**src/hw/rtl/bytecode_short_stack_alu_core_unit_assert.svh**
```systemverilog
// assertion macros for the bytecode stack alu core
// used by the top level only, no other dependencies
`ifndef BYTECODE_SHORT_STACK_ALU_CORE_UNIT_ASSERT_SVH
`define BYTECODE_SHORT_STACK_ALU_CORE_UNIT_ASSERT_SVH

// implication checked on every clock unless in reset
`define BSA_ASSERT_IMP(label, clk, rst_n, ante, cons) \
    label: assert property (@(posedge clk) disable iff (!rst_n) (ante) |-> (cons)) \
        else $error("assertion failed");

// next-cycle implication checked unless in reset
`define BSA_ASSERT_NEXT(label, clk, rst_n, ante, cons) \
    label: assert property (@(posedge clk) disable iff (!rst_n) (ante) |=> (cons)) \
        else $error("assertion failed");

`endif

```
**src/hw/rtl/bsa_pkg.sv**
```systemverilog
// package for the bytecode stack alu core: types, codes, opcode classifier
// no dependencies
package bsa_pkg;

    localparam int unsigned DataW   = 16;
    localparam int unsigned OpW     = 8;
    localparam int unsigned LimW    = 7;
    localparam int unsigned StatusW = 3;

    // status codes
    localparam logic [StatusW-1:0] ST_OK    = 3'd0;
    localparam logic [StatusW-1:0] ST_UNDER = 3'd1;
    localparam logic [StatusW-1:0] ST_OVER  = 3'd2;
    localparam logic [StatusW-1:0] ST_DIV0  = 3'd3;
    localparam logic [StatusW-1:0] ST_LOCAL = 3'd4;
    localparam logic [StatusW-1:0] ST_UNSUP = 3'd5;

    // opcodes with special meaning
    localparam logic [OpW-1:0] OP_BSPUSH = 8'd16;
    localparam logic [OpW-1:0] OP_SSPUSH = 8'd17;
    localparam logic [OpW-1:0] OP_SADD   = 8'd65;
    localparam logic [OpW-1:0] OP_SSUB   = 8'd67;
    localparam logic [OpW-1:0] OP_SMUL   = 8'd69;
    localparam logic [OpW-1:0] OP_SDIV   = 8'd71;
    localparam logic [OpW-1:0] OP_SREM   = 8'd73;
    localparam logic [OpW-1:0] OP_SNEG   = 8'd75;
    localparam logic [OpW-1:0] OP_SSHL   = 8'd77;
    localparam logic [OpW-1:0] OP_SSHR   = 8'd79;
    localparam logic [OpW-1:0] OP_SUSHR  = 8'd81;
    localparam logic [OpW-1:0] OP_SAND   = 8'd83;
    localparam logic [OpW-1:0] OP_SOR    = 8'd85;
    localparam logic [OpW-1:0] OP_SINC   = 8'd89;
    localparam logic [OpW-1:0] OP_S2B    = 8'd91;
    localparam logic [OpW-1:0] OP_GOTO   = 8'd112;
    localparam logic [OpW-1:0] OP_SINCW  = 8'd150;
    localparam logic [OpW-1:0] OP_GOTOW  = 8'd168;

    localparam logic [4:0] SHIFT_MASK = 5'h1F;

    // kinds of instruction
    typedef enum logic [3:0] {
        K_NOP, K_PUSHC, K_LOAD, K_STORE, K_POP, K_DUP, K_DUP2, K_BIN, K_NEG,
        K_S2B, K_INC, K_IF1, K_IF2, K_GOTO, K_BAD
    } t_kind;

    // classified instruction passed from front to back
    typedef struct packed {
        t_kind            kind;
        logic [OpW-1:0]   op;
        logic [7:0]       slot;
        logic [2:0]       cond;
        logic [2:0]       pops;
        logic [2:0]       pushes;
        logic [DataW-1:0] val;
        logic [DataW-1:0] off;
    } t_instr;

    // result beat
    typedef struct packed {
        logic [StatusW-1:0] status;
        logic               branch_taken;
        logic [DataW-1:0]   branch_offset;
        logic [DataW-1:0]   top_value;
        logic [LimW-1:0]    depth_after;
    } t_result;

    function automatic logic [DataW-1:0] sx8(input logic [DataW-1:0] v);
        return {{(DataW-8){v[7]}}, v[7:0]};
    endfunction

    // opcode decode into kind, counts and constants
    function automatic t_instr classify(input logic [OpW-1:0] op,
                                        input logic [DataW-1:0] imm,
                                        input logic [7:0] li);
        t_instr r;
        r = '0;
        r.kind = K_BAD;
        r.op = op;
        if (op == 8'd0) r.kind = K_NOP;
        else if (op >= 8'd1 && op <= 8'd8) begin
            r.kind = K_PUSHC;
            r.val = (op == 8'd1) ? '0 : DataW'(op) - DataW'(3);
        end else if (op == OP_BSPUSH) begin
            r.kind = K_PUSHC; r.val = sx8(imm);
        end else if (op == OP_SSPUSH) begin
            r.kind = K_PUSHC; r.val = imm;
        end else if (op == 8'd21 || op == 8'd22) begin
            r.kind = K_LOAD; r.slot = li;
        end else if (op >= 8'd24 && op <= 8'd31) begin
            r.kind = K_LOAD; r.slot = {6'd0, op[1:0]};
        end else if (op == 8'd40 || op == 8'd41) begin
            r.kind = K_STORE; r.slot = li;
        end else if (op >= 8'd43 && op <= 8'd50) begin
            r.kind = K_STORE; r.slot = {6'd0, 2'(op - 8'd43)};
        end else if (op == 8'd59) begin
            r.kind = K_POP; r.pops = 3'd1;
        end else if (op == 8'd60) begin
            r.kind = K_POP; r.pops = 3'd2;
        end else if (op == 8'd61) begin
            r.kind = K_DUP; r.pops = 3'd1; r.pushes = 3'd2;
        end else if (op == 8'd62) begin
            r.kind = K_DUP2; r.pops = 3'd2; r.pushes = 3'd4;
        end else if (op == OP_SNEG) begin
            r.kind = K_NEG; r.pops = 3'd1; r.pushes = 3'd1;
        end else if (op >= 8'd65 && op <= 8'd87 && op[0]) begin
            r.kind = K_BIN; r.pops = 3'd2; r.pushes = 3'd1;
        end else if (op == OP_SINC) begin
            r.kind = K_INC; r.slot = li; r.val = sx8(imm);
        end else if (op == OP_SINCW) begin
            r.kind = K_INC; r.slot = li; r.val = imm;
        end else if (op == OP_S2B) begin
            r.kind = K_S2B; r.pops = 3'd1; r.pushes = 3'd1;
        end else if (op >= 8'd96 && op <= 8'd103) begin
            r.kind = K_IF1; r.cond = op[2:0]; r.off = sx8(imm);
        end else if (op >= 8'd104 && op <= 8'd111) begin
            r.kind = K_IF2; r.cond = 3'(op - 8'd104); r.off = sx8(imm);
        end else if (op == OP_GOTO) begin
            r.kind = K_GOTO; r.off = sx8(imm);
        end else if (op >= 8'd152 && op <= 8'd159) begin
            r.kind = K_IF1; r.cond = op[2:0]; r.off = imm;
        end else if (op >= 8'd160 && op <= 8'd167) begin
            r.kind = K_IF2; r.cond = op[2:0]; r.off = imm;
        end else if (op == OP_GOTOW) begin
            r.kind = K_GOTO; r.off = imm;
        end
        if (r.kind == K_PUSHC || r.kind == K_LOAD) r.pushes = 3'd1;
        if (r.kind == K_STORE || r.kind == K_IF1) r.pops = 3'd1;
        if (r.kind == K_IF2) r.pops = 3'd2;
        return r;
    endfunction

endpackage

```
**src/hw/rtl/bsa_front.sv**
```systemverilog
// front part: accepts instruction beats, classifies them, two-entry queue
// depends on bsa_pkg
module bsa_front (
    input  logic            i_clk,
    input  logic            i_rst_n,
    input  logic            i_valid,
    output logic            o_ready,
    input  logic [7:0]      i_opcode,
    input  logic [15:0]     i_immediate,
    input  logic [7:0]      i_local_index,
    output logic            o_q_valid,
    input  logic            i_q_pop,
    output bsa_pkg::t_instr o_q_instr
);
    import bsa_pkg::*;

    t_instr     r_q [2];
    logic [1:0] r_cnt;
    logic       r_wr, r_rd;
    logic       push, pop;

    assign o_ready   = (r_cnt != 2'd2);
    assign push      = i_valid && o_ready;
    assign pop       = i_q_pop && (r_cnt != 2'd0);
    assign o_q_valid = (r_cnt != 2'd0);
    assign o_q_instr = r_q[r_rd];

    // queue pointers and count
    always_ff @(posedge i_clk) begin
        if (!i_rst_n) begin
            r_cnt <= '0;
            r_wr  <= 1'b0;
            r_rd  <= 1'b0;
        end else begin
            if (push) r_wr <= ~r_wr;
            if (pop) r_rd <= ~r_rd;
            r_cnt <= r_cnt + {1'b0, push} - {1'b0, pop};
        end
    end

    // queue payload
    always_ff @(posedge i_clk) begin
        if (push) r_q[r_wr] <= classify(i_opcode, i_immediate, i_local_index);
    end
endmodule

```
**config.mk**
```make
export PLATFORM = sky130hd
export DESIGN_NAME = bsa_front
export DESIGN_NICKNAME = d
export VERILOG_FILES = /design/src/hw/rtl/bytecode_short_stack_alu_core_unit_assert.svh /design/src/hw/rtl/bsa_pkg.sv /design/src/hw/rtl/bsa_front.sv
export SDC_FILE = /design/constraint.sdc
export NUM_CORES = 1
export LEC_CHECK = 0
export ABC_CLOCK_PERIOD_IN_PS = 9500
export BUFFER_PORTS_ARGS = -buffer_cell sky130_fd_sc_hd__buf_2
export CORE_ASPECT_RATIO = 1.25
export CORE_MARGIN = 1.5
export CORE_UTILIZATION = 45
export DETAILED_ROUTE_END_ITERATION = 8
export HOLD_SLACK_MARGIN = 0.06
export PLACE_DENSITY = 0.7
export SYNTH_ARGS = -nofsm -noshare
export SYNTH_HDL_FRONTEND = slang
export SYNTH_SLANG_ARGS = --single-unit
```
**constraint.sdc**
```tcl
create_clock -name i_clk -period 9.5 [get_ports i_clk]
set_input_delay 0.475 -clock i_clk [delete_from_list [all_inputs] [get_ports i_clk]]
set_output_delay 0.475 -clock i_clk [all_outputs]
set_load 0.02 [all_outputs]
```
# Yosys cells after proc, flatten, opt, wreduce, memory -nomap -nowiden
# Memories as Yosys holds them, arrays and structs flattened. A register that Yosys moved wholly into a read port is not among the register bits.
# Index checks and enable logic that the tools add are counted.
dict set report word_totals {
  memories 1
  wordCells 160
  reg_bits 4
  input_bits 36
  ramBits 122
  output_inout_bits 63
}
dict set report classes {
  magnitude_cmp 16
  add_sub_neg 5
  n_reduce_logical 17
  n_mux 93
  n_bitwise 2
  eq_ne 23
}
# name words word_bits rd rd_clocked_by_memory_dff wr line_no
set memory_table {}
lappend memory_table {r_q 2 61 1 1 1 bsa_front.sv:17} ;# t_instr r_q [2];
# operator count
set ops {}
lappend ops {{two-way mux 16 bit} 18}
lappend ops {{two-way mux 41 bit} 4}
lappend ops {{two-way mux 32 bit} 4}
lappend ops {{two-way mux 49 bit} 2}
lappend ops {{two-way mux 4 bit} 24}
lappend ops {{two-way mux 35 bit} 2}
lappend ops {{two-way mux 11 bit} 6}
lappend ops {{two-way mux 17 bit} 3}
lappend ops {{== test 8 x 6 -> 1 bit (second input constant)} 6}
lappend ops {{two-way mux 8 bit} 6}
lappend ops {{two-way mux 3 bit} 13}
lappend ops {{== test 8 x 5 -> 1 bit (second input constant)} 4}
lappend ops {{== test 8 x 7 -> 1 bit (second input constant)} 4}
lappend ops {{greater-or-equal comparator 8 x 7 -> 1 bit (second input constant)} 3}
lappend ops {{<= comparator 8 x 7 -> 1 bit (second input constant)} 3}
lappend ops {{two-way mux 6 bit} 4}
lappend ops {{two-way mux 9 bit} 2}
lappend ops {{== test 8 bit (second input constant)} 2}
lappend ops {{greater-or-equal comparator 8 bit (second input constant)} 2}
lappend ops {{<= comparator 8 bit (second input constant)} 2}
lappend ops {{logical AND 1 bit} 11}
lappend ops {{subtractor 8 x 2 -> 9 bit (second input constant)} 1}
lappend ops {{== test 4 x 2 -> 1 bit (second input constant)} 2}
lappend ops {{== test 4 bit (second input constant)} 2}
lappend ops {{other kinds (19)} 26}

# Depth between registers and ports, before layout
# Gate-level depths: netlist of run 1.
dict set report depth {
  ltp_word 30
  mapped_depth 10
  depth_no_buf 8
}

# Worst setup path before layout of run 1
# No wires, ideal clock.
dict set report synth_timing {
  path_type {register to register}
  from {register r_cnt[0]}
  to {memory r_q[0][0] (netlist name) (enable)}
  setup_slack_ps 5775
  path_buffers 0
  arrival_time_ps 3245
  stages_incl_launch_ff 4
  t_required_ps 9020
  period_less_slack_ps 3725
  path_cell_list {dfxtp_1 > nand2b_1 > nand2_1 > nor2_1}
}
dict set report synth_between {
  elab_chain_len 4
}
# item line_no
set synth_rtl {}
lappend synth_rtl {{from (decl)} bsa_front.sv:18} ;# logic [1:0] r_cnt;
lappend synth_rtl {{from (signal assigned)} bsa_front.sv:37} ;# r_cnt <= r_cnt + {1'b0, push} - {1'b0, pop};
lappend synth_rtl {{!= test 2 bit} bsa_front.sv:22} ;# assign o_ready = (r_cnt != 2'd2);
lappend synth_rtl {{via o_ready} bsa_front.sv:7} ;# output logic o_ready,
lappend synth_rtl {{logical AND 1 bit} bsa_front.sv:23} ;# assign push = i_valid && o_ready;
lappend synth_rtl {{two-way mux 1 bit} bsa_front.sv:43} ;# if (push) r_q[r_wr] <= classify(i_opcode, i_immediate, i_local_index);
lappend synth_rtl {{two-way mux 1 bit (implied by the code)} bsa_front.sv:43}
lappend synth_rtl {{to (decl)} bsa_front.sv:17}
# The timed path passes the listed nets, and every way through them passes these cells.

# Worst setup path after layout of run 1
dict set report layout_timing {
  from {input port i_opcode[1]}
  to {memory r_q[0][13] (netlist name), data pin}
}
dict set report layout_between {
  elab_chain_len 25
}
# item line_no
set layout_rtl {}
lappend layout_rtl {{from (decl)} bsa_front.sv:8} ;# input logic [7:0] i_opcode,
lappend layout_rtl {{greater-or-equal comparator 8 bit, or another cell as far along} bsa_pkg.sv:121} ;# end else if (op >= 8'd160 && op <= 8'd167) begin
lappend layout_rtl {{logical AND 1 bit or two-way mux 16 bit (tied branches)} {bsa_pkg.sv:121, bsa_pkg.sv:123}}
lappend layout_rtl {{two-way mux 16 bit} bsa_pkg.sv:121}
lappend layout_rtl {{two-way mux 16 bit} bsa_pkg.sv:119} ;# end else if (op >= 8'd152 && op <= 8'd159) begin
lappend layout_rtl {{two-way mux 16 bit} bsa_pkg.sv:117} ;# end else if (op == OP_GOTO) begin
lappend layout_rtl {{two-way mux 16 bit} bsa_pkg.sv:115} ;# end else if (op >= 8'd104 && op <= 8'd111) begin
lappend layout_rtl {{two-way mux 16 bit} bsa_pkg.sv:113} ;# end else if (op >= 8'd96 && op <= 8'd103) begin
lappend layout_rtl {{two-way mux 16 bit} bsa_pkg.sv:111} ;# end else if (op == OP_S2B) begin
lappend layout_rtl {{[9 not listed]} n/a}
lappend layout_rtl {{two-way mux 41 bit} bsa_pkg.sv:91} ;# end else if (op == 8'd40 || op == 8'd41) begin
lappend layout_rtl {{two-way mux 41 bit} bsa_pkg.sv:89} ;# end else if (op >= 8'd24 && op <= 8'd31) begin
lappend layout_rtl {{two-way mux 41 bit} bsa_pkg.sv:87} ;# end else if (op == 8'd21 || op == 8'd22) begin
lappend layout_rtl {{two-way mux 16 bit} bsa_pkg.sv:85} ;# end else if (op == OP_SSPUSH) begin
lappend layout_rtl {{two-way mux 16 bit} bsa_pkg.sv:83} ;# end else if (op == OP_BSPUSH) begin
lappend layout_rtl {{two-way mux 16 bit} bsa_pkg.sv:80} ;# else if (op >= 8'd1 && op <= 8'd8) begin
lappend layout_rtl {{two-way mux 49 bit (*)} bsa_pkg.sv:79} ;# if (op == 8'd0) r.kind = K_NOP;
lappend layout_rtl {{two-way mux 49 bit (*)} bsa_front.sv:43}
# Mark *: on every way between the ends. The rest lies on a longest branch, timed or not. The select of a mux whose other input is x is not followed.

==> flow_summary_export.csv, run 1 <==
group,metric,value,unit
detailed_routing,drt-total-wl,13700,um
floorplan,core_area,12800,um^2
critical_path,endpoint_kind,"register",
final_layout,drive_above_1_share,37.0,%
synth,synth_area,5970,um^2
synth,syn_nets,497,
final_layout,antennaDiodeCount,0,
sta,hold_viol,0,
floorplan,start_util,46.5,%
global_route,grt_pass1_wl,22000,um
floorplan,design.die.area,14000,um^2
clock_tree,cts_resized,0,
sta,worst_slew_pin_slew,0.992,ns
sta,report.final.slew_viol_count,0,
placement,dpl.cell_count,698,
global_route,grt_pass1_vias,4072,
clock_tree,clock_sinks,125,
synth,synth_cell_types,56,
synth,syn_inst,454,
sta,slew_headroom,33.6,%
clock_tree,clk_pin_slew,0.06,ns
synth,yosysTopAreaCell,"edfxtp_1",
floorplan,fp.dieH,132,um
clock_tree,ctsLongestPathBuffers,2,
final_layout,fin_cells,730,
hold_path,holdPathStages,2,
synth,ys_seq_area_share,62.1,%
critical_path,cpMostUsedCell,"or4b_4",
critical_path,reg2regPathDepth,8,
placement,hpwlAfterDp,9160,um
clock_tree,clk_latency,0.42,ns
job,maxCapViolCount,0,
sta,fin_skew,0.0161,ns
power,p_leak,2.74,nW
detailed_routing,drc_errors,0,
clock_tree,cts_tree,"yes",
detailed_routing,drt_iter0_drc,234,
critical_path,worstPathMaxFanout,18,
placement,gp_congestion,0.937,
detailed_routing,dr.pass1.iters,5,
status,status,"finished clean",
global_route,grt_antenna_before_repair,0,
power,p_per_area,256,nW/um^2
global_route,grt_max_degree,62,
synth,yosysTopAreaCellShare,60.4,%
synth,async_reset_ff_share,0,%
global_route,gr-total-overflow,0,
hold_path,hold_path.startpoint,"i_rst_n",
final_layout,area.growth.synth_to_final,21.3,%
critical_path,max_stage_delay,0.56,ns
detailed_routing,vias,3968,
detailed_routing,antenna_left,0,
clock_tree,clock-root-buffer,"clkbuf_16",
critical_path,r2r_start,"r_cnt[1]",
power,power.ir.vdd_worst,0.000192,V
critical_path,path_cells,"buf_2, inv_1, ha_1, or4b_4, o211a_1, nand2b_4, or4b_4, or3_1, a21oi_2",
floorplan,die_w,106,um
final_layout,fin_nets,592,
global_route,grt_use_total,20.7,%
critical_path,arrival,3.49,ns
sta,min_period,3.24,ns
clock_tree,htreeDepth,4,
synth,synth_edf_count,120,
critical_path,critPathSlowestCell,"or3_1",
critical_path,critical_path_class,"primary input to register",
sta,fin_crit_sh,34.1,%
clock_tree,cts_buffers,17,
critical_path,crit_start,"i_opcode[1]",
detailed_routing,wl_per_cell,18.7,um
sta,setup_viol,0,
synth,syn_area_per_cell,13.1,um^2
sta,tns,0,ns
synth,synthTopCellsByArea,"edfxtp_1 (60%), mux2_2 (11%), nor2b_1 (2.4%)",
clock_tree,cts_setup_buffers,0,
synth,synth_seq_cells,125,
clock_tree,ctsHoldBuffers,0,
floorplan,pin_count,99,
synth,synth_ff_type,"edfxtp_1",
critical_path,critPathLaunchType,"primary input",
detailed_routing,vias_per_cell,5.44,
floorplan,row_count,46,
sta,clock.fmax,309,MHz
sta,rsz0062_at_grt,"false",
synth,synth_warnings,0,
hold_path,worstHoldPathType,"primary input to register",
critical_path,required,9.74,ns
placement,portBuffers,97,
==> cells in the mapped netlist (6+ instances only) <==
library cell / count
nor2b_1: 23
o21ai_0: 10
nor2_1: 38
nand2b_1: 6
o41ai_1: 8
ha_1: 7
nand3_1: 8
inv_1: 9
edfxtp_1: 120
mux2_2: 60
a21oi_1: 27
a21oi_2: 8
clkbuf_1: 16
and2_1: 11
nand2_1: 24
==> report_power, final <==
| group | internal (mW) | total, mW | switching (mW) | leakage (nW) |
|---|---|---|---|---|
| logic | 0.171 | 0.444 | 0.273 | 1.24 |
| clock network | 0.468 | 0.708 | 0.241 | 0.312 |
| registers | 0.686 | 0.703 | 0.0169 | 1.19 |
| total | 1.32 | 1.85 | 0.531 | 2.74 |
==> cell usage in the layout, fill, tap and decap left out, types with 6 or more instances in the layout <==
cell,n
a21oi_1,27
inv_1,9
and2_1,11
edfxtp_1,120
nand3_1,8
nor2_1,37
nand2b_1,6
nand2_1,24
buf_2,97
a21oi_2,8
ha_1,7
clkbuf_16,17
mux2_2,60
nor2b_1,23
o21ai_0,10
o41ai_1,8
==> through the flow <==
stage	utilization (%)	area (um^2)	power (mW)	setup WS [ns]	hold WS [ns]
after floorplan	-	5970	1.03	5.78	0.504
after global placement	51.3	6590	1.15	5.92	0.521
after detailed placement	51.3	6590	1.16	5.82	0.539
after CTS	56.4	7240	1.87	6.26	0.298
after global routing	56.4	7240	1.93	6.09	0.332
final	56.4	7240	1.86	6.26	0.309
==> metal layers <==
layer  track usage, %  vias up  part of all wire [%]
met5                0        -                     0
met4             9.46        0                   2.0
met3             4.45       21                   4.3
met2             34.8      112                    52
met1             25.3     1939                    42
li1                 -     1896                     -
==> area by class of cell <==
| cell class | count | area, um^2 |
|---|---|---|
| inverters | 9 | 33.8 |
| clock inverters | 13 | 215 |
| clock buffers | 19 | 433 |
| flip-flops and latches | 125 | 3700 |
| repair buffers | 101 | 515 |
| multi-input cells | 295 | 2120 |
| well taps | 168 | 210 |
| fillers | 1105 | 5600 |
==> worst paths after layout <==
path | end | slack (ns)
max | r_q[0][13] | 6.26
min | r_wr | 0.31
max reg2reg | r_cnt[1] | 7.66
min reg2reg | r_rd | 0.55
==> flip-flops by register name (all words and copies together), names as in the netlist, named ones only <==
name	flops
r_wr	1
r_q	120
r_cnt	2
r_rd	1
==> cells by family (layout without fill, tap and decap cells) <==
family / count (synthesis) / in the layout / synth area share [%]
flops: 125 / 125 / 62.1
compound gates: 83 / 83 / 9.27
mux: 60 / 60 / 11.3
simple gates: 139 / 139 / 12.6
other cells: 1 / 1 / 0.0628
fa+ha+maj: 7 / 7 / 1.47
xor+xnor: 5 / 5 / 0.734
buf+inv: 34 / 142 / 2.50
==> critical path, delay by kind of cell <==
kind	cells	cell delay, ns
compound gates	2	0.59
simple gates	4	1.84
buf+inv	2	0.28
fa+ha+maj	1	0.29
Note: power is estimated with default switching activity, not from simulation.
==> inputs of run 2 (changes only) <==
- ABC_CLOCK_PERIOD_IN_PS: 9500 -> 2910
- PLACE_DENSITY: 0.7 -> 0.73
- clock period: 9.5 -> 2.91 ns (I/O delays scaled with it)
==> run 2 against run 1 <==
Final cell count grew 3.2%; cell area rose by 2.1%; flip-flop and latch count is the same; clock power increased to 3.0 times the previous value; non-clock buffer count rose by 23; sequential power grew to 3.3 times the previous value; wire length increased by 4.0%; critical endpoint is now r_q[0][11]; largest cell class unchanged.
==> flow_summary_export.csv, run 2 (synthesis gave the netlist of run 1 again) <==
group,metric,value,unit
clock_tree,clk_pin_slew,0.06,ns
final_layout,antennaDiodeCount,0,
final_layout,drive_above_1_share,38.8,%
sta,clock.fmax,358,MHz
clock_tree,htreeDepth,4,
power,combPwrFrac,24.5,%
critical_path,critical_path_class,"primary input to register",
sta,min_period,2.79,ns
power,p_per_area,803,nW/um^2
final_layout,fin_nets,615,
clock_tree,cts_setup_buffers,0,
clock_tree,clock_sinks,125,
final_layout,fin_cells,753,
power,intPower,4.22,mW
detailed_routing,drt-total-wl,14200,um
detailed_routing,vias_per_cell,5.55,
sta,setup_slack,0.116,ns
critical_path,worst-path-buf-inv,3,
critical_path,reg2reg_setup_slack,1.06,ns
sta,rsz0062_at_grt,"false",
critical_path,critical_path.top_delay_family,"simple AND/OR/NAND/NOR gates",
critical_path,required,3.16,ns
placement,dpl_worst_slack,-0.0223,ns
final_layout,largest_register_ffs,120,
detailed_routing,drt_iter0_drc,266,
critical_path,path_cells,"dlygate4sd3_1, buf_2, buf_4, o311ai_0, nand3_1, or4b_4, or3_1, a21oi_2",
power,clkPwrFrac,36.2,%
critical_path,arrival,3.04,ns
placement,hpwlAfterDp,9960,um
global_route,grt_max_degree,51,
critical_path,worstPathMaxFanout,12,
job,maxCapViolCount,0,
placement,place_area,6750,um^2
sta,slew_headroom,35.1,%
final_layout,fin_util,57.5,%
sta,hold_viol,0,
sta,fin_skew,0.00974,ns
clock_tree,ctsLongestPathBuffers,2,
final_layout,area.growth.synth_to_final,23.8,%
critical_path,critPathLaunchType,"primary input",
global_route,grt_pass1_vias,4248,
detailed_routing,antenna_left,0,
detailed_routing,vias,4177,
sta,setup_viol,0,
power,total_power,5.93,mW
power,p_leak,2.83,nW
floorplan,core_area,12800,um^2
clock_tree,cts_buffers,17,
clock_tree,clock-root-buffer,"clkbuf_16",
final_layout,post-route-cell-area,7380,um^2
placement,portBuffers,97,
critical_path,endpoint_kind,"register",
placement,gp_congestion,0.989,
detailed_routing,wl_per_cell,18.9,um
sta,report.final.slew_viol_count,0,
final_layout,final_common_cell,"edfxtp_1",
sta,worst_slew_pin_slew,0.970,ns
floorplan,design.die.area,14000,um^2
clock_tree,clk_latency,0.41,ns
power,pwr-share-seq,39.3,%
floorplan,pin_count,99,
placement,dpl.cell_count,718,
critical_path,max_stage_delay,0.56,ns
power,power.ir.vdd_worst,0.000506,V
critical_path,critPathSlowestCell,"or3_1",
final_layout,regMostFlops,"r_q",
floorplan,fp.dieH,132,um
final_layout,most-common-layout-cells,"edfxtp_1 (120), buf_2 (97), mux2_2 (60)",
status,status,"finished clean",
global_route,grt_pass1_wl,22500,um
global_route,grt_antenna_before_repair,0,
floorplan,start_util,46.5,%
floorplan,die_w,106,um
power,swShare,28.9,%
power,power.switching,1.71,mW
detailed_routing,drc_errors,0,
floorplan,row_count,46,
detailed_routing,dr.pass1.iters,5,
sta,fin_crit_sh,96.0,%
global_route,grt_use_total,21.2,%
hold_path,worstHoldPathType,"primary input to register",
final_layout,reg.largest.list,"r_q x120, r_cnt x2",
global_route,gr-total-overflow,0,
clock_tree,cts_tree,"yes",
## run 2: cell count changes in the layout (fill, tap and decap cells not counted), sizes merged
cell         previous run  this run
buf                   101       121
clkbuf                 19        22
clkinv                  6         3
dlygate4sd3             0         3
bufinv                  5         3
clkinvlp                1         3
## run 2: through the flow
stage                     hold WS (ns)  TNS [ns]
after floorplan                  0.244         0
after global placement           0.401         0
after detailed placement         0.407   -0.0681
after CTS                       0.0670         0
after global routing            0.0838         0
final                           0.0882         0
## run 2: cell type report
type | count | area [um^2]
Timing Repair Buffer | 124 | 708
Tap cell | 168 | 210
Clock buffer | 22 | 464
Sequential cell | 125 | 3700
Multi-Input combinational cell | 295 | 2120
Fill cell | 1074 | 5450
Clock inverter | 10 | 140
Inverter | 9 | 33.8
## run 2: path summary, 6_finish.rpt
path / startpoint / to / depth (start not counted)
setup / recovery: i_opcode[2] / r_q[0][11] / 8
hold / removal: i_local_index[7] / r_q[0][48] / 2
setup reg to reg: r_cnt[1] / r_cnt[1] / 8
hold reg to reg: r_rd / register / 2
## run 2: power by group through the flow
stage          sequential (mW)  combinational, mW  clock (mW)
2_1_floorplan             2.32               1.04           0
3_3_place_gp              2.35               1.45           0
3_5_place_dp              2.37               1.47           0
4_1_cts                   2.33               1.48        2.18
5_1_grt                   2.35               1.56        2.26
6_report                  2.33               1.45        2.14
## run 2: repair_timing
action	4_1_cts	5_1_grt
endpoints found under the hold margin	9	0
hold buffers	3	0
gates resized for setup	0	0
## run 2: layer usage
layer / routed length, um / track usage (%) / vias up
li1: - / - / 1949
met1: 5860 / 25.5 / 2031
met2: 7190 / 35.9 / 158
met3: 694 / 4.05 / 39
met4: 470 / 11.2 / 0
met5: 0 / 0 / -
