**config.mk**
```make
export PLATFORM = sky130hd
export DESIGN_NAME = bsa_back
export DESIGN_NICKNAME = d
export VERILOG_FILES = /design/src/hw/rtl/bytecode_short_stack_alu_core_unit_assert.svh /design/src/hw/rtl/bsa_pkg.sv /design/src/hw/rtl/bsa_muldiv.sv /design/src/hw/rtl/bsa_back.sv
export SDC_FILE = /design/constraint.sdc
export NUM_CORES = 2
export LEC_CHECK = 0
export ABC_AREA = 1
export CAP_MARGIN = 10
export CELL_PAD_IN_SITES_DETAIL_PLACEMENT = 0
export CELL_PAD_IN_SITES_GLOBAL_PLACEMENT = 2
export CORE_ASPECT_RATIO = 0.75
export CORE_UTILIZATION = 48
export CTS_CLUSTER_DIAMETER = 80
export DETAILED_ROUTE_END_ITERATION = 6
export DONT_BUFFER_PORTS = 1
export PLACE_DENSITY_LB_ADDON = 0.1
export SLEW_MARGIN = 10
export SYNTH_ARGS = -nofsm -noshare
export SYNTH_HDL_FRONTEND = slang
export SYNTH_SLANG_ARGS = --single-unit
```
**constraint.sdc**
```tcl
create_clock -name i_clk -period 9.3 [get_ports i_clk]
set_input_delay 1.86 -clock i_clk [delete_from_list [all_inputs] [get_ports i_clk]]
set_output_delay 1.86 -clock i_clk [all_outputs]
set_load 0.02 [all_outputs]
```
**src/hw/rtl/bytecode_short_stack_alu_core_unit_assert.svh**
```systemverilog
// assertion macros for the bytecode stack alu core
// used by the top level only, no other dependencies
`ifndef BYTECODE_SHORT_STACK_ALU_CORE_UNIT_ASSERT_SVH
`define BYTECODE_SHORT_STACK_ALU_CORE_UNIT_ASSERT_SVH

// implication checked on every clock unless in reset
`define BSA_ASSERT_IMP(label, clk, rst_n, ante, cons) \
    label: assert property (@(posedge clk) disable iff (!rst_n) (ante) |-> (cons)) \
        else $error("assertion failed");

// next-cycle implication checked unless in reset
`define BSA_ASSERT_NEXT(label, clk, rst_n, ante, cons) \
    label: assert property (@(posedge clk) disable iff (!rst_n) (ante) |=> (cons)) \
        else $error("assertion failed");

`endif

```
**src/hw/rtl/bsa_pkg.sv**
```systemverilog
// package for the bytecode stack alu core: types, codes, opcode classifier
// no dependencies
package bsa_pkg;

    localparam int unsigned DataW   = 16;
    localparam int unsigned OpW     = 8;
    localparam int unsigned LimW    = 7;
    localparam int unsigned StatusW = 3;

    // status codes
    localparam logic [StatusW-1:0] ST_OK    = 3'd0;
    localparam logic [StatusW-1:0] ST_UNDER = 3'd1;
    localparam logic [StatusW-1:0] ST_OVER  = 3'd2;
    localparam logic [StatusW-1:0] ST_DIV0  = 3'd3;
    localparam logic [StatusW-1:0] ST_LOCAL = 3'd4;
    localparam logic [StatusW-1:0] ST_UNSUP = 3'd5;

    // opcodes with special meaning
    localparam logic [OpW-1:0] OP_BSPUSH = 8'd16;
    localparam logic [OpW-1:0] OP_SSPUSH = 8'd17;
    localparam logic [OpW-1:0] OP_SADD   = 8'd65;
    localparam logic [OpW-1:0] OP_SSUB   = 8'd67;
    localparam logic [OpW-1:0] OP_SMUL   = 8'd69;
    localparam logic [OpW-1:0] OP_SDIV   = 8'd71;
    localparam logic [OpW-1:0] OP_SREM   = 8'd73;
    localparam logic [OpW-1:0] OP_SNEG   = 8'd75;
    localparam logic [OpW-1:0] OP_SSHL   = 8'd77;
    localparam logic [OpW-1:0] OP_SSHR   = 8'd79;
    localparam logic [OpW-1:0] OP_SUSHR  = 8'd81;
    localparam logic [OpW-1:0] OP_SAND   = 8'd83;
    localparam logic [OpW-1:0] OP_SOR    = 8'd85;
    localparam logic [OpW-1:0] OP_SINC   = 8'd89;
    localparam logic [OpW-1:0] OP_S2B    = 8'd91;
    localparam logic [OpW-1:0] OP_GOTO   = 8'd112;
    localparam logic [OpW-1:0] OP_SINCW  = 8'd150;
    localparam logic [OpW-1:0] OP_GOTOW  = 8'd168;

    localparam logic [4:0] SHIFT_MASK = 5'h1F;

    // kinds of instruction
    typedef enum logic [3:0] {
        K_NOP, K_PUSHC, K_LOAD, K_STORE, K_POP, K_DUP, K_DUP2, K_BIN, K_NEG,
        K_S2B, K_INC, K_IF1, K_IF2, K_GOTO, K_BAD
    } t_kind;

    // classified instruction passed from front to back
    typedef struct packed {
        t_kind            kind;
        logic [OpW-1:0]   op;
        logic [7:0]       slot;
        logic [2:0]       cond;
        logic [2:0]       pops;
        logic [2:0]       pushes;
        logic [DataW-1:0] val;
        logic [DataW-1:0] off;
    } t_instr;

    // result beat
    typedef struct packed {
        logic [StatusW-1:0] status;
        logic               branch_taken;
        logic [DataW-1:0]   branch_offset;
        logic [DataW-1:0]   top_value;
        logic [LimW-1:0]    depth_after;
    } t_result;

    function automatic logic [DataW-1:0] sx8(input logic [DataW-1:0] v);
        return {{(DataW-8){v[7]}}, v[7:0]};
    endfunction

    // opcode decode into kind, counts and constants
    function automatic t_instr classify(input logic [OpW-1:0] op,
                                        input logic [DataW-1:0] imm,
                                        input logic [7:0] li);
        t_instr r;
        r = '0;
        r.kind = K_BAD;
        r.op = op;
        if (op == 8'd0) r.kind = K_NOP;
        else if (op >= 8'd1 && op <= 8'd8) begin
            r.kind = K_PUSHC;
            r.val = (op == 8'd1) ? '0 : DataW'(op) - DataW'(3);
        end else if (op == OP_BSPUSH) begin
            r.kind = K_PUSHC; r.val = sx8(imm);
        end else if (op == OP_SSPUSH) begin
            r.kind = K_PUSHC; r.val = imm;
        end else if (op == 8'd21 || op == 8'd22) begin
            r.kind = K_LOAD; r.slot = li;
        end else if (op >= 8'd24 && op <= 8'd31) begin
            r.kind = K_LOAD; r.slot = {6'd0, op[1:0]};
        end else if (op == 8'd40 || op == 8'd41) begin
            r.kind = K_STORE; r.slot = li;
        end else if (op >= 8'd43 && op <= 8'd50) begin
            r.kind = K_STORE; r.slot = {6'd0, 2'(op - 8'd43)};
        end else if (op == 8'd59) begin
            r.kind = K_POP; r.pops = 3'd1;
        end else if (op == 8'd60) begin
            r.kind = K_POP; r.pops = 3'd2;
        end else if (op == 8'd61) begin
            r.kind = K_DUP; r.pops = 3'd1; r.pushes = 3'd2;
        end else if (op == 8'd62) begin
            r.kind = K_DUP2; r.pops = 3'd2; r.pushes = 3'd4;
        end else if (op == OP_SNEG) begin
            r.kind = K_NEG; r.pops = 3'd1; r.pushes = 3'd1;
        end else if (op >= 8'd65 && op <= 8'd87 && op[0]) begin
            r.kind = K_BIN; r.pops = 3'd2; r.pushes = 3'd1;
        end else if (op == OP_SINC) begin
            r.kind = K_INC; r.slot = li; r.val = sx8(imm);
        end else if (op == OP_SINCW) begin
            r.kind = K_INC; r.slot = li; r.val = imm;
        end else if (op == OP_S2B) begin
            r.kind = K_S2B; r.pops = 3'd1; r.pushes = 3'd1;
        end else if (op >= 8'd96 && op <= 8'd103) begin
            r.kind = K_IF1; r.cond = op[2:0]; r.off = sx8(imm);
        end else if (op >= 8'd104 && op <= 8'd111) begin
            r.kind = K_IF2; r.cond = 3'(op - 8'd104); r.off = sx8(imm);
        end else if (op == OP_GOTO) begin
            r.kind = K_GOTO; r.off = sx8(imm);
        end else if (op >= 8'd152 && op <= 8'd159) begin
            r.kind = K_IF1; r.cond = op[2:0]; r.off = imm;
        end else if (op >= 8'd160 && op <= 8'd167) begin
            r.kind = K_IF2; r.cond = op[2:0]; r.off = imm;
        end else if (op == OP_GOTOW) begin
            r.kind = K_GOTO; r.off = imm;
        end
        if (r.kind == K_PUSHC || r.kind == K_LOAD) r.pushes = 3'd1;
        if (r.kind == K_STORE || r.kind == K_IF1) r.pops = 3'd1;
        if (r.kind == K_IF2) r.pops = 3'd2;
        return r;
    endfunction

endpackage

```
**src/hw/rtl/bsa_muldiv.sv**
```systemverilog
// iterative multiply / signed divide unit, one bit per cycle
// depends on bsa_pkg
module bsa_muldiv (
    input  logic        i_clk,
    input  logic        i_rst_n,
    input  logic        i_start,
    input  logic        i_mul,
    input  logic        i_rem,
    input  logic [15:0] i_a,
    input  logic [15:0] i_b,
    output logic        o_done,
    output logic [15:0] o_res
);
    import bsa_pkg::*;

    logic        r_busy, r_done, r_mul, r_rem, r_negq, r_negr;
    logic [4:0]  r_cnt;
    logic [15:0] r_acc, r_quo, r_div;
    logic [16:0] trial;
    logic [15:0] abs_a, abs_b, shl_rem;

    assign abs_a   = i_a[15] ? 16'(-i_a) : i_a;
    assign abs_b   = i_b[15] ? 16'(-i_b) : i_b;
    assign shl_rem = {r_acc[14:0], r_quo[15]};
    assign trial   = {r_acc, r_quo[15]} - {1'b0, r_div};
    assign o_done  = r_done;
    always_comb begin
        if (r_mul) o_res = r_acc;
        else if (r_rem) o_res = r_negr ? 16'(-r_acc) : r_acc;
        else o_res = r_negq ? 16'(-r_quo) : r_quo;
    end

    // control
    always_ff @(posedge i_clk) begin
        if (!i_rst_n) begin
            r_busy <= 1'b0;
            r_done <= 1'b0;
            r_cnt  <= '0;
        end else begin
            r_done <= 1'b0;
            if (i_start) begin
                r_busy <= 1'b1;
                r_cnt  <= 5'd16;
            end else if (r_busy) begin
                r_cnt <= r_cnt - 5'd1;
                if (r_cnt == 5'd1) begin
                    r_busy <= 1'b0;
                    r_done <= 1'b1;
                end
            end
        end
    end

    // datapath: shift-add multiply or restoring divide
    always_ff @(posedge i_clk) begin
        if (i_start) begin
            r_mul  <= i_mul;
            r_rem  <= i_rem;
            r_acc  <= '0;
            r_negq <= i_a[15] ^ i_b[15];
            r_negr <= i_a[15];
            r_quo  <= i_mul ? i_a : abs_a;
            r_div  <= i_mul ? i_b : abs_b;
        end else if (r_busy) begin
            if (r_mul) begin
                r_acc <= {r_acc[14:0], 1'b0} + (r_quo[15] ? r_div : 16'd0);
                r_quo <= {r_quo[14:0], 1'b0};
            end else if (!trial[16]) begin
                r_acc <= trial[15:0];
                r_quo <= {r_quo[14:0], 1'b1};
            end else begin
                r_acc <= shl_rem;
                r_quo <= {r_quo[14:0], 1'b0};
            end
        end
    end
endmodule

```
**src/hw/rtl/bsa_back.sv**
```systemverilog
// back part: checks, stack and locals update, result register
// depends on bsa_pkg and bsa_muldiv
module bsa_back #(
    parameter int unsigned STACK_DEPTH  = 64,
    parameter int unsigned LOCALS_DEPTH = 64
) (
    input  logic            i_clk,
    input  logic            i_rst_n,
    input  logic            i_q_valid,
    output logic            o_q_pop,
    input  bsa_pkg::t_instr i_q_instr,
    input  logic [6:0]      i_stack_limit,
    input  logic [6:0]      i_locals_limit,
    output logic            o_valid,
    input  logic            i_ready,
    output bsa_pkg::t_result o_result,
    output logic            o_busy
);
    import bsa_pkg::*;

    localparam int unsigned SpW = $clog2(STACK_DEPTH + 1);
    localparam int unsigned SaW = $clog2(STACK_DEPTH);
    localparam int unsigned LaW = $clog2(LOCALS_DEPTH);

    typedef enum logic [7:0] {
        S_IDLE = 8'b00000001, S_RD1 = 8'b00000010, S_RD2 = 8'b00000100,
        S_EXEC = 8'b00001000, S_MD = 8'b00010000, S_WR = 8'b00100000,
        S_RDT = 8'b01000000, S_TOP = 8'b10000000
    } t_state;

    t_state            r_state;
    t_instr            r_in;
    logic [SpW-1:0]    r_sp;
    logic [DataW-1:0]  r_a, r_b, r_loc, r_rd, r_res0;
    logic [2:0]        r_wi;
    logic [2:0]        r_status;
    logic              r_taken, r_ovalid, r_lzero;
    logic [DataW-1:0]  r_stk [STACK_DEPTH];
    logic [DataW-1:0]  r_loc_mem [LOCALS_DEPTH];
    logic [LOCALS_DEPTH-1:0] r_lv;
    t_result           r_out;

    logic [SpW+2:0]    slim, sp_w, need;
    logic [8:0]        llim;
    logic [2:0]        status;
    logic              md_start, md_done;
    logic [DataW-1:0]  md_res, bin_res, res_w;
    logic [SaW-1:0]    stk_raddr, stk_waddr;
    logic              stk_we, loc_we;
    logic [DataW-1:0]  loc_wdata;
    logic [LaW-1:0]    slot_a;
    logic              taken;
    logic [4:0]        sh;
    logic              slot_ok;

    assign o_valid  = r_ovalid;
    assign o_result = r_out;
    assign o_busy   = (r_state != S_IDLE);
    assign o_q_pop  = (r_state == S_IDLE) && i_q_valid && !r_ovalid;
    assign slot_a   = r_in.slot[LaW-1:0];

    // limits and checks
    always_comb begin
        slim = (i_stack_limit < STACK_DEPTH) ? (SpW+3)'(i_stack_limit) : (SpW+3)'(STACK_DEPTH);
        llim = ({2'b0, i_locals_limit} < 9'(LOCALS_DEPTH)) ? {2'b0, i_locals_limit}
                                                           : 9'(LOCALS_DEPTH);
        sp_w = (SpW+3)'(r_sp);
        need = sp_w - (SpW+3)'(r_in.pops) + (SpW+3)'(r_in.pushes);
        slot_ok = ({1'b0, r_in.slot} < llim);
        status = ST_OK;
        if (r_in.kind == K_BAD) status = ST_UNSUP;
        else if ((SpW+3)'(r_in.pops) > sp_w) status = ST_UNDER;
        else if (r_in.pushes > r_in.pops && need > slim) status = ST_OVER;
        else if ((r_in.kind == K_LOAD || r_in.kind == K_STORE || r_in.kind == K_INC)
                 && !slot_ok) status = ST_LOCAL;
        else if (r_in.kind == K_BIN && (r_in.op == OP_SDIV || r_in.op == OP_SREM)
                 && r_b == '0) status = ST_DIV0;
    end

    // branch condition
    always_comb begin
        taken = 1'b0;
        case (r_in.kind)
            K_GOTO: taken = 1'b1;
            K_IF1: begin
                case (r_in.cond)
                    3'd0, 3'd6: taken = (r_b == '0);
                    3'd1, 3'd7: taken = (r_b != '0);
                    3'd2: taken = $signed(r_b) < 0;
                    3'd3: taken = $signed(r_b) >= 0;
                    3'd4: taken = $signed(r_b) > 0;
                    default: taken = $signed(r_b) <= 0;
                endcase
            end
            K_IF2: begin
                case (r_in.cond)
                    3'd0, 3'd2: taken = (r_a == r_b);
                    3'd1, 3'd3: taken = (r_a != r_b);
                    3'd4: taken = $signed(r_a) < $signed(r_b);
                    3'd5: taken = $signed(r_a) >= $signed(r_b);
                    3'd6: taken = $signed(r_a) > $signed(r_b);
                    default: taken = $signed(r_a) <= $signed(r_b);
                endcase
            end
            default: taken = 1'b0;
        endcase
    end

    // combinational alu ops
    always_comb begin
        sh = r_b[4:0] & SHIFT_MASK;
        case (r_in.op)
            OP_SADD:  bin_res = r_a + r_b;
            OP_SSUB:  bin_res = r_a - r_b;
            OP_SSHL:  bin_res = (sh >= 5'd16) ? '0 : r_a << sh[3:0];
            OP_SSHR:  bin_res = (sh >= 5'd16) ? {DataW{r_a[15]}}
                                              : 16'($signed(r_a) >>> sh[3:0]);
            OP_SUSHR: bin_res = (sh >= 5'd16) ? '0 : r_a >> sh[3:0];
            OP_SAND:  bin_res = r_a & r_b;
            OP_SOR:   bin_res = r_a | r_b;
            default:  bin_res = r_a ^ r_b;
        endcase
    end

    // value of the first pushed entry
    always_comb begin
        case (r_in.kind)
            K_PUSHC: res_w = r_in.val;
            K_LOAD:  res_w = r_lzero ? r_loc : '0;
            K_DUP:   res_w = r_b;
            K_DUP2:  res_w = r_a;
            K_NEG:   res_w = 16'(-r_b);
            K_S2B:   res_w = sx8(r_b);
            default: res_w = bin_res;
        endcase
    end

    assign md_start = (r_state == S_EXEC) && status == ST_OK && r_in.kind == K_BIN
        && (r_in.op == OP_SMUL || r_in.op == OP_SDIV || r_in.op == OP_SREM);

    bsa_muldiv u_md (
        .i_clk(i_clk), .i_rst_n(i_rst_n), .i_start(md_start),
        .i_mul(r_in.op == OP_SMUL), .i_rem(r_in.op == OP_SREM),
        .i_a(r_a), .i_b(r_b), .o_done(md_done), .o_res(md_res)
    );

    // stack memory addressing
    always_comb begin
        stk_raddr = SaW'(r_sp - SpW'(1));
        case (r_state)
            S_RD1: stk_raddr = SaW'(r_sp - SpW'(2));
            default: stk_raddr = SaW'(r_sp - SpW'(1));
        endcase
        stk_waddr = SaW'(r_sp - SpW'(r_in.pops) + SpW'(r_wi));
        stk_we = (r_state == S_WR);
        loc_we = (r_state == S_EXEC) && status == ST_OK
                 && (r_in.kind == K_STORE || r_in.kind == K_INC);
        loc_wdata = (r_in.kind == K_STORE) ? r_b
                  : ((r_lzero ? r_loc : '0) + r_in.val);
    end

    // stack memory
    always_ff @(posedge i_clk) begin
        if (stk_we) begin
            r_stk[stk_waddr] <= (r_in.kind == K_DUP2)
                ? (r_wi[0] ? r_b : r_a)
                : ((r_wi == 3'd0) ? r_res0 : r_b);
        end
        r_rd <= r_stk[stk_raddr];
    end

    // locals memory with per-slot valid bits
    always_ff @(posedge i_clk) begin
        if (loc_we) r_loc_mem[slot_a] <= loc_wdata;
        r_loc <= r_loc_mem[slot_a];
    end

    always_ff @(posedge i_clk) begin
        if (!i_rst_n) r_lv <= '0;
        else if (loc_we) r_lv[slot_a] <= 1'b1;
    end

    // sequencer: the read issued in idle returns top, rd1 returns next
    always_ff @(posedge i_clk) begin
        if (!i_rst_n) begin
            r_state  <= S_IDLE;
            r_sp     <= '0;
            r_ovalid <= 1'b0;
        end else begin
            if (r_ovalid && i_ready) r_ovalid <= 1'b0;
            case (r_state)
                S_IDLE: begin
                    if (o_q_pop) begin
                        r_in    <= i_q_instr;
                        r_state <= S_RD1;
                    end
                end
                S_RD1: begin
                    r_b     <= r_rd;
                    r_lzero <= r_lv[slot_a];
                    r_state <= S_RD2;
                end
                S_RD2: begin
                    r_a     <= r_rd;
                    r_state <= S_EXEC;
                end
                S_EXEC: begin
                    r_status <= status;
                    r_taken  <= (status == ST_OK) && taken;
                    r_wi     <= '0;
                    r_res0   <= res_w;
                    if (status != ST_OK) r_state <= S_TOP;
                    else if (md_start) r_state <= S_MD;
                    else if (r_in.pushes != 3'd0) r_state <= S_WR;
                    else begin
                        r_sp    <= SpW'(r_sp - SpW'(r_in.pops));
                        r_state <= S_RDT;
                    end
                end
                S_MD: begin
                    if (md_done) begin
                        r_res0  <= md_res;
                        r_state <= S_WR;
                    end
                end
                S_WR: begin
                    r_wi <= r_wi + 3'd1;
                    if (r_wi + 3'd1 == r_in.pushes) begin
                        r_sp    <= SpW'(r_sp - SpW'(r_in.pops) + SpW'(r_in.pushes));
                        r_state <= S_RDT;
                    end
                end
                // read of the new top after the depth has moved
                S_RDT: r_state <= S_TOP;
                S_TOP: r_state <= S_IDLE;
                default: r_state <= S_IDLE;
            endcase
            if (r_state == S_TOP) begin
                r_ovalid <= 1'b1;
                r_out.status        <= r_status;
                r_out.branch_taken  <= r_taken;
                r_out.branch_offset <= (r_status == ST_OK) ? r_in.off : '0;
                r_out.top_value     <= (r_sp == '0) ? '0 : r_rd;
                r_out.depth_after   <= 7'(r_sp);
            end
        end
    end
endmodule

```
* Word-level counts from Yosys, hierarchy flattened *
Memories as Yosys holds them, arrays and structs flattened. A register that Yosys moved wholly into a read port is not among the register bits.
Cells that the tools add are included.

word-level totals
  input port bits = 79
  latch bits = 0
  output and inout port bits = 46
  memory bits (writable) = 2,048
  memories = 2
  ROM bits = 0
  word-level logic and storage cells = 247
  register bits after elaboration = 299

memory list
  name       depth  bits a word  read ports  clocked after memory_dff  write ports  RTL line        text
  r_loc_mem  64     16           1           1                         1            bsa_back.sv:39  logic [DataW-1:0] r_loc_mem [LOCALS_DEPTH];
  r_stk      64     16           1           1                         1            bsa_back.sv:38  logic [DataW-1:0] r_stk [STACK_DEPTH];

cells by class
  div/mod/pow operators = 0
  bitwise gates (word level) = 7
  reduce and logical (&&, ||, !) cells = 49
  $mul = 0
  order comparisons = 17
  shift-type cells = 3
  multiplexer cells = 67
  equal/unequal tests = 49
  add/sub/neg operators = 18

operators with widths
  kind                   number
  $mux W16               22
  $pmux W16 S7           1
  $pmux W16 S6           1
  $eq A8 B7 Y1 const B   11
  $neg A16 Y16           4
  $or A64 B64 Y64        1
  $mux W7                8
  $pmux W8 S7            1
  $add A16 B16 Y16       3
  $mux W8                4
  $pmux W16 S2           1
  $eq A4 B4 Y1 const B   7
  $sub A17 B16 Y17       1
  $and A16 B16 Y16       1
  $eq A16 B16 Y1         1
  $ge A16 B1 Y1 const B  1
  $ge A16 B16 Y1         1
  $gt A16 B1 Y1 const B  1
  $gt A16 B16 Y1         1
  $le A16 B1 Y1 const B  1
  $le A16 B16 Y1         1
  $logic_not A16 Y1      1
  $lt A16 B1 Y1 const B  1
  $lt A16 B16 Y1         1
  68 further kinds       134

* Longest topological paths before layout *
  depth after elaboration = 16
  gate-level depth with buffers = 30
  depth with buffers taken out = 29

* Hierarchy *
A second synthesis with hierarchy kept.

second synthesis, totals
  cell total of the unflattened synthesis = 8,354
  area, all modules = 101,782.6 µm²

by module, submodules not included
  module      seq. area each (µm²)  instances  cells each  area an instance (µm²)
  bsa_back    68,545.7              1          7,352       95,613.0
  bsa_muldiv  1,541.5               1          1,002       6,169.7

* Worst setup path before layout *
No wires, ideal clock.

  path kind = reg-to-reg
  from = reg r_lzero
  to = mem r_loc_mem[0][12], data pin
  buffers on the path = 2
  slack = 3,505 ps
  stages on the path, launching flop included = 19
  data required time = 8,598 ps
  clock period less this slack = 5,795 ps
  setup time = 702 ps
  data arrival time = 5,094 ps
  cell sequence = edfxtp_1 > clkbuf_1 > clkbuf_1 > nand2_1 > inv_1 > ha_1 > inv_1 > fa_1 > inv_1 > nand3_1 > nand2_1 > nand2_1 > nand2_1 > a21oi_1 > o21ai_0 > a31oi_1 > o21ai_0 > xor2_1 > o21ai_0

between the ends
  cells in the longest elaborated chain, start to end = 3

RTL lines
  element                  RTL line         text
  start, declared          bsa_back.sv:37   logic r_taken, r_ovalid, r_lzero;
  start signal, assigned   bsa_back.sv:200  r_lzero <= r_lv[slot_a];
  $mux W16                 bsa_back.sv:159  : ((r_lzero ? r_loc : '0) + r_in.val);
  $add A16 B16 Y16         bsa_back.sv:159
  $mux W16                 bsa_back.sv:158  loc_wdata = (r_in.kind == K_STORE) ? r_b
  named net loc_wdata[12]  bsa_back.sv:50   logic [DataW-1:0] loc_wdata;
  end, declared            bsa_back.sv:39

The timed path passes the listed nets, and every way through them passes these cells.

* Worst setup path in the final report *
  from = reg r_sp[0]
  to = mem r_loc_mem[8][14] (enable)

between the ends
  cells in the longest elaborated chain, start to end = 12
  elaborated cells on any way between the ends = 13
  those cells by class = add/sub (2); order compare (2); mux (5); reduce/logical (4)

RTL lines
  element                          RTL line         text
  start, declared                  bsa_back.sv:33   logic [SpW-1:0] r_sp;
  start signal, assigned           bsa_back.sv:216  r_sp <= SpW'(r_sp - SpW'(r_in.pops));
  start signal, assigned           bsa_back.sv:229  r_sp <= SpW'(r_sp - SpW'(r_in.pops) + SpW'(r_in.pushes));
  $sub A7 B3 Y8                    bsa_back.sv:68   need = sp_w - (SpW+3)'(r_in.pops) + (SpW+3)'(r_in.pushes);
  $add A8 B4 Y9                    bsa_back.sv:68
  $gt A10 B7 Y1                    bsa_back.sv:73   else if (r_in.pushes > r_in.pops && need > slim) status = ST_OVER;
  $logic_and A1 B1 Y1              bsa_back.sv:73
  $mux W3                          bsa_back.sv:73
  $mux W3 *                        bsa_back.sv:72   else if ((SpW+3)'(r_in.pops) > sp_w) status = ST_UNDER;
  $mux W3 *                        bsa_back.sv:71   if (r_in.kind == K_BAD) status = ST_UNSUP;
  $logic_not A3 Y1 *               bsa_back.sv:156  loc_we = (r_state == S_EXEC) && status == ST_OK
  $logic_and A1 B1 Y1 *            bsa_back.sv:156
  $logic_and A1 B1 Y1 *            bsa_back.sv:157  && (r_in.kind == K_STORE || r_in.kind == K_INC);
  $mux W1 *                        bsa_back.sv:174  if (loc_we) r_loc_mem[slot_a] <= loc_wdata;
  $mux W1 (not written as such) *  bsa_back.sv:174

Every way passes the cells marked *; elsewhere a longest branch is shown, timed or not.

==> results.json <==
{
  "outcome": "finished clean",
  "io_pins": 125,
  "drv_cap": 0,
  "finalHoldViolCount": 0,
  "async_flop_share_pct": 0,
  "power.leakage_nw": 38.1,
  "layout_worst_path_cycle_share_pct": 74.5,
  "cpPeakStageDelay_ps": 670,
  "antenna_found_initial": 28,
  "cts_max_level": 4,
  "cts.hold.buffers_added": 0,
  "vias_per_cell": 6.13,
  "io_buffers": 0,
  "yosysSeqAreaShare_pct": 69.4,
  "die_h_um": 399,
  "clock_skew_ps": 106,
  "drt_pass1_iterations": 6,
  "drtAntennaViolNets": 0,
  "avgSynthCellArea_um2": 12.3,
  "numCtsBuffers": 233,
  "hold_class": "reg2reg",
  "multi_input_area_um2": 27800,
  "critPathMaxFanout": 65,
  "groute.usage.overall_pct": 30.2,
  "cp.required_ps": 9870,
  "post_cts_resized": 0,
  "drt-wirelength-per-cell_um": 29.1,
  "cts_setup_buffers": 0,
  "grt_pass1_wl_um": 466000,
  "max_slew_margin_pct": 19.1,
  "start_util_pct": 48.4,
  "worst_slew_pin_slew_ps": 1210,
  "nNetsFinal": 8471,
  "row_count": 145,
  "drive_gt1_share_pct": 11.0,
  "ir_drop_uv": 264,
  "clock_latency_ps": 880,
  "synth_flop_cell": "edfxtp_1",
  "ff_latch_area_um2": 70100,
  "setup-violations-final": 0,
  "final_common_cell": "edfxtp_1",
  "routed_wl_um": 327000,
  "syn_to_final_growth_pct": 11.8,
  "synth_edf_count": 2244,
  "cp.arrival_ps": 7490,
  "rrSetupSlack_ps": 2370,
  "fill_cells": 17500,
  "drv_slew": 0,
  "path_class": "reg2reg",
  "dp_hpwl_um": 204000,
  "clkSinkCount": 2379,
  "final_cell_mix": "2244 x edfxtp_1, 1199 x nand2_1, 600 x nor2_1, 578 x o21ai_0, 565 x o211ai_1",
  "remaining_drc_errors": 0,
  "timing.hold.ws_ps": 466,
  "setup-tns-final_ps": 0,
  "min_period_ps": 6930,
  "synth.distinct_cells": 57,
  "gp_congestion": 0.944,
  "dieArea_um2": 212000,
  "clockRootBuffer": "clkbuf_16",
  "path_common_cell": "nand2_1",
  "grt_setup_unrepaired": "false",
  "critPathCaptureType": "flip-flop",
  "core_um2": 209000,
  "cts_tree": "yes",
  "grt-ovfl-total": 0,
  "p_per_area_nw_per_um2": 232,
  "die_width_um": 532,
  "syn_inst": 8240,
  "start_kind": "flip-flop",
  "grt_max_degree": 187,
  "netlist_area_um2": 101000,
  "via_count": 68900,
  "cts_buffer_depth": 4,
  "grt_pass1_vias": 63700,
  "cp_slowest_cell": "inv_2",
  "path_clk_slew_ps": 70,
  "clock.fmax_mhz": 144,
  "drtIter0Drc": 9171,
  "synth_warnings": 0,
  "yosys_register_bits": 2379,
  "syn-num-nets": 8461,
  "power_w": 0.0262
}
path summary, 6_finish.rpt:
path | startpoint | end | cells after the start
setup / recovery | r_sp[0]$_SDFFE_PN0P_ | r_loc_mem[8][14]$_DFFE_PP_ | 30
hold reg to reg | r_lv[54]$_SDFFE_PN0P_ | r_lv[54]$_SDFFE_PN0P_ | 2
setup reg to reg | r_sp[0]$_SDFFE_PN0P_ | r_loc_mem[8][14]$_DFFE_PP_ | 30
hold / removal | r_lv[54]$_SDFFE_PN0P_ | r_lv[54]$_SDFFE_PN0P_ | 2
report_power, final:
group / total [W] / switching [W] / leakage, nW / internal [W]
sequential: 0.0127 / 0.000153 / 21.3 / 0.0126
clock: 0.00957 / 0.00406 / 3.72 / 0.00550
combinational: 0.00391 / 0.00314 / 13.0 / 0.000766
flip-flops by register name (all words and copies together), names as in the netlist, 5 cells and up:
name / count
r_rd: 16
r_loc: 16
r_a: 16
u_md.r_acc: 16
r_loc_mem: 1024
r_in: 61
r_b: 16
u_md.r_div: 16
u_md.r_cnt: 5
r_res0: 16
r_state: 8
r_lv: 64
u_md.r_quo: 16
r_sp: 7
r_stk: 1024
o_result: 43
synthesized netlist by cell type (6+ instances only):
| library cell | n | share of area, % |
|---|---|---|
| o21ai_0 | 609 | 3.0 |
| inv_1 | 466 | 1.7 |
| nor4_1 | 11 | 0.068 |
| a31oi_1 | 9 | 0.056 |
| nor2_1 | 626 | 2.3 |
| fa_1 | 8 | 0.16 |
| o41ai_1 | 9 | 0.078 |
| buf_1 | 48 | 0.18 |
| o21ai_1 | 6 | 0.030 |
| or2_2 | 254 | 1.6 |
| nand3_1 | 396 | 2.0 |
| nand4_1 | 171 | 1.1 |
| clkbuf_1 | 389 | 1.4 |
| o221ai_1 | 9 | 0.078 |
| a21oi_1 | 265 | 1.3 |
| nand2_1 | 1201 | 4.5 |
| o31ai_1 | 6 | 0.045 |
| edfxtp_1 | 2244 | 67 |
| a22oi_1 | 162 | 1.2 |
| o2111ai_1 | 6 | 0.052 |
| o211ai_1 | 565 | 4.2 |
| buf_2 | 28 | 0.14 |
| a21boi_0 | 7 | 0.052 |
| xor2_1 | 51 | 0.44 |
| xnor2_1 | 18 | 0.16 |
| a211oi_1 | 13 | 0.097 |
| clkinv_1 | 10 | 0.037 |
| dfxtp_1 | 135 | 2.7 |
| nand3b_1 | 9 | 0.067 |
| o22ai_1 | 38 | 0.24 |
| nor3_1 | 61 | 0.30 |
| o21a_1 | 8 | 0.059 |
| ha_1 | 134 | 1.7 |
| a22o_1 | 103 | 0.89 |
| a221oi_1 | 115 | 1.0 |
critical path: cells and delay by family (launching register included):
family | cells | cell delay [ps]
XOR/XNOR | 2 | 510
flip-flops | 1 | 330
AND/OR/NAND/NOR | 13 | 1830
buffers and inverters | 8 | 2380
AO/OA/AOI/OAI | 3 | 360
adder cells (fa/ha/maj) | 4 | 1200
layout make-up:
cell class              instances  area share [%]
clock inverters               131            1.22
clock buffers                 291            5.55
flip-flops and latches       2379            62.1
diodes                          7          0.0155
well taps                    2793            3.10
inverters                     481            1.63
multi-input cells            4912            24.7
repair buffers                243            1.74
layer usage:
layer / track usage (%) / share of wire [%]
met5: 0 / 0.012
met2: 42.5 / 42
met1: 47.9 / 46
met3: 6.23 / 11
met4: 6.06 / 2.0
through the flow:
step / instances / instance area, µm² / util [%] / setup slack (ps)
global route: 11200 / 113000 / 54.1 / 1970
finish: 11200 / 113000 / 54.1 / 2370
floorplan: 8240 / 101000 / - / 3500
detailed placement: 10800 / 105000 / 50.4 / 1990
global placement: 10800 / 105000 / 50.4 / 2100
CTS: 11200 / 113000 / 54.1 / 2150
cell families (layout without fill, tap and decap cells):
logic type	Yosys count	count (layout)	share of synthesized area [%]
simple gates	2747	2747	12.0
flops	2379	2379	69.4
compound gates	1952	1952	12.6
buf+inv	949	1146	3.57
fa+ha+maj	142	142	1.82
xor+xnor	69	69	0.599
mux	2	2	0.0198
other cells	0	7	0
(Power assumes the default switching activity.)
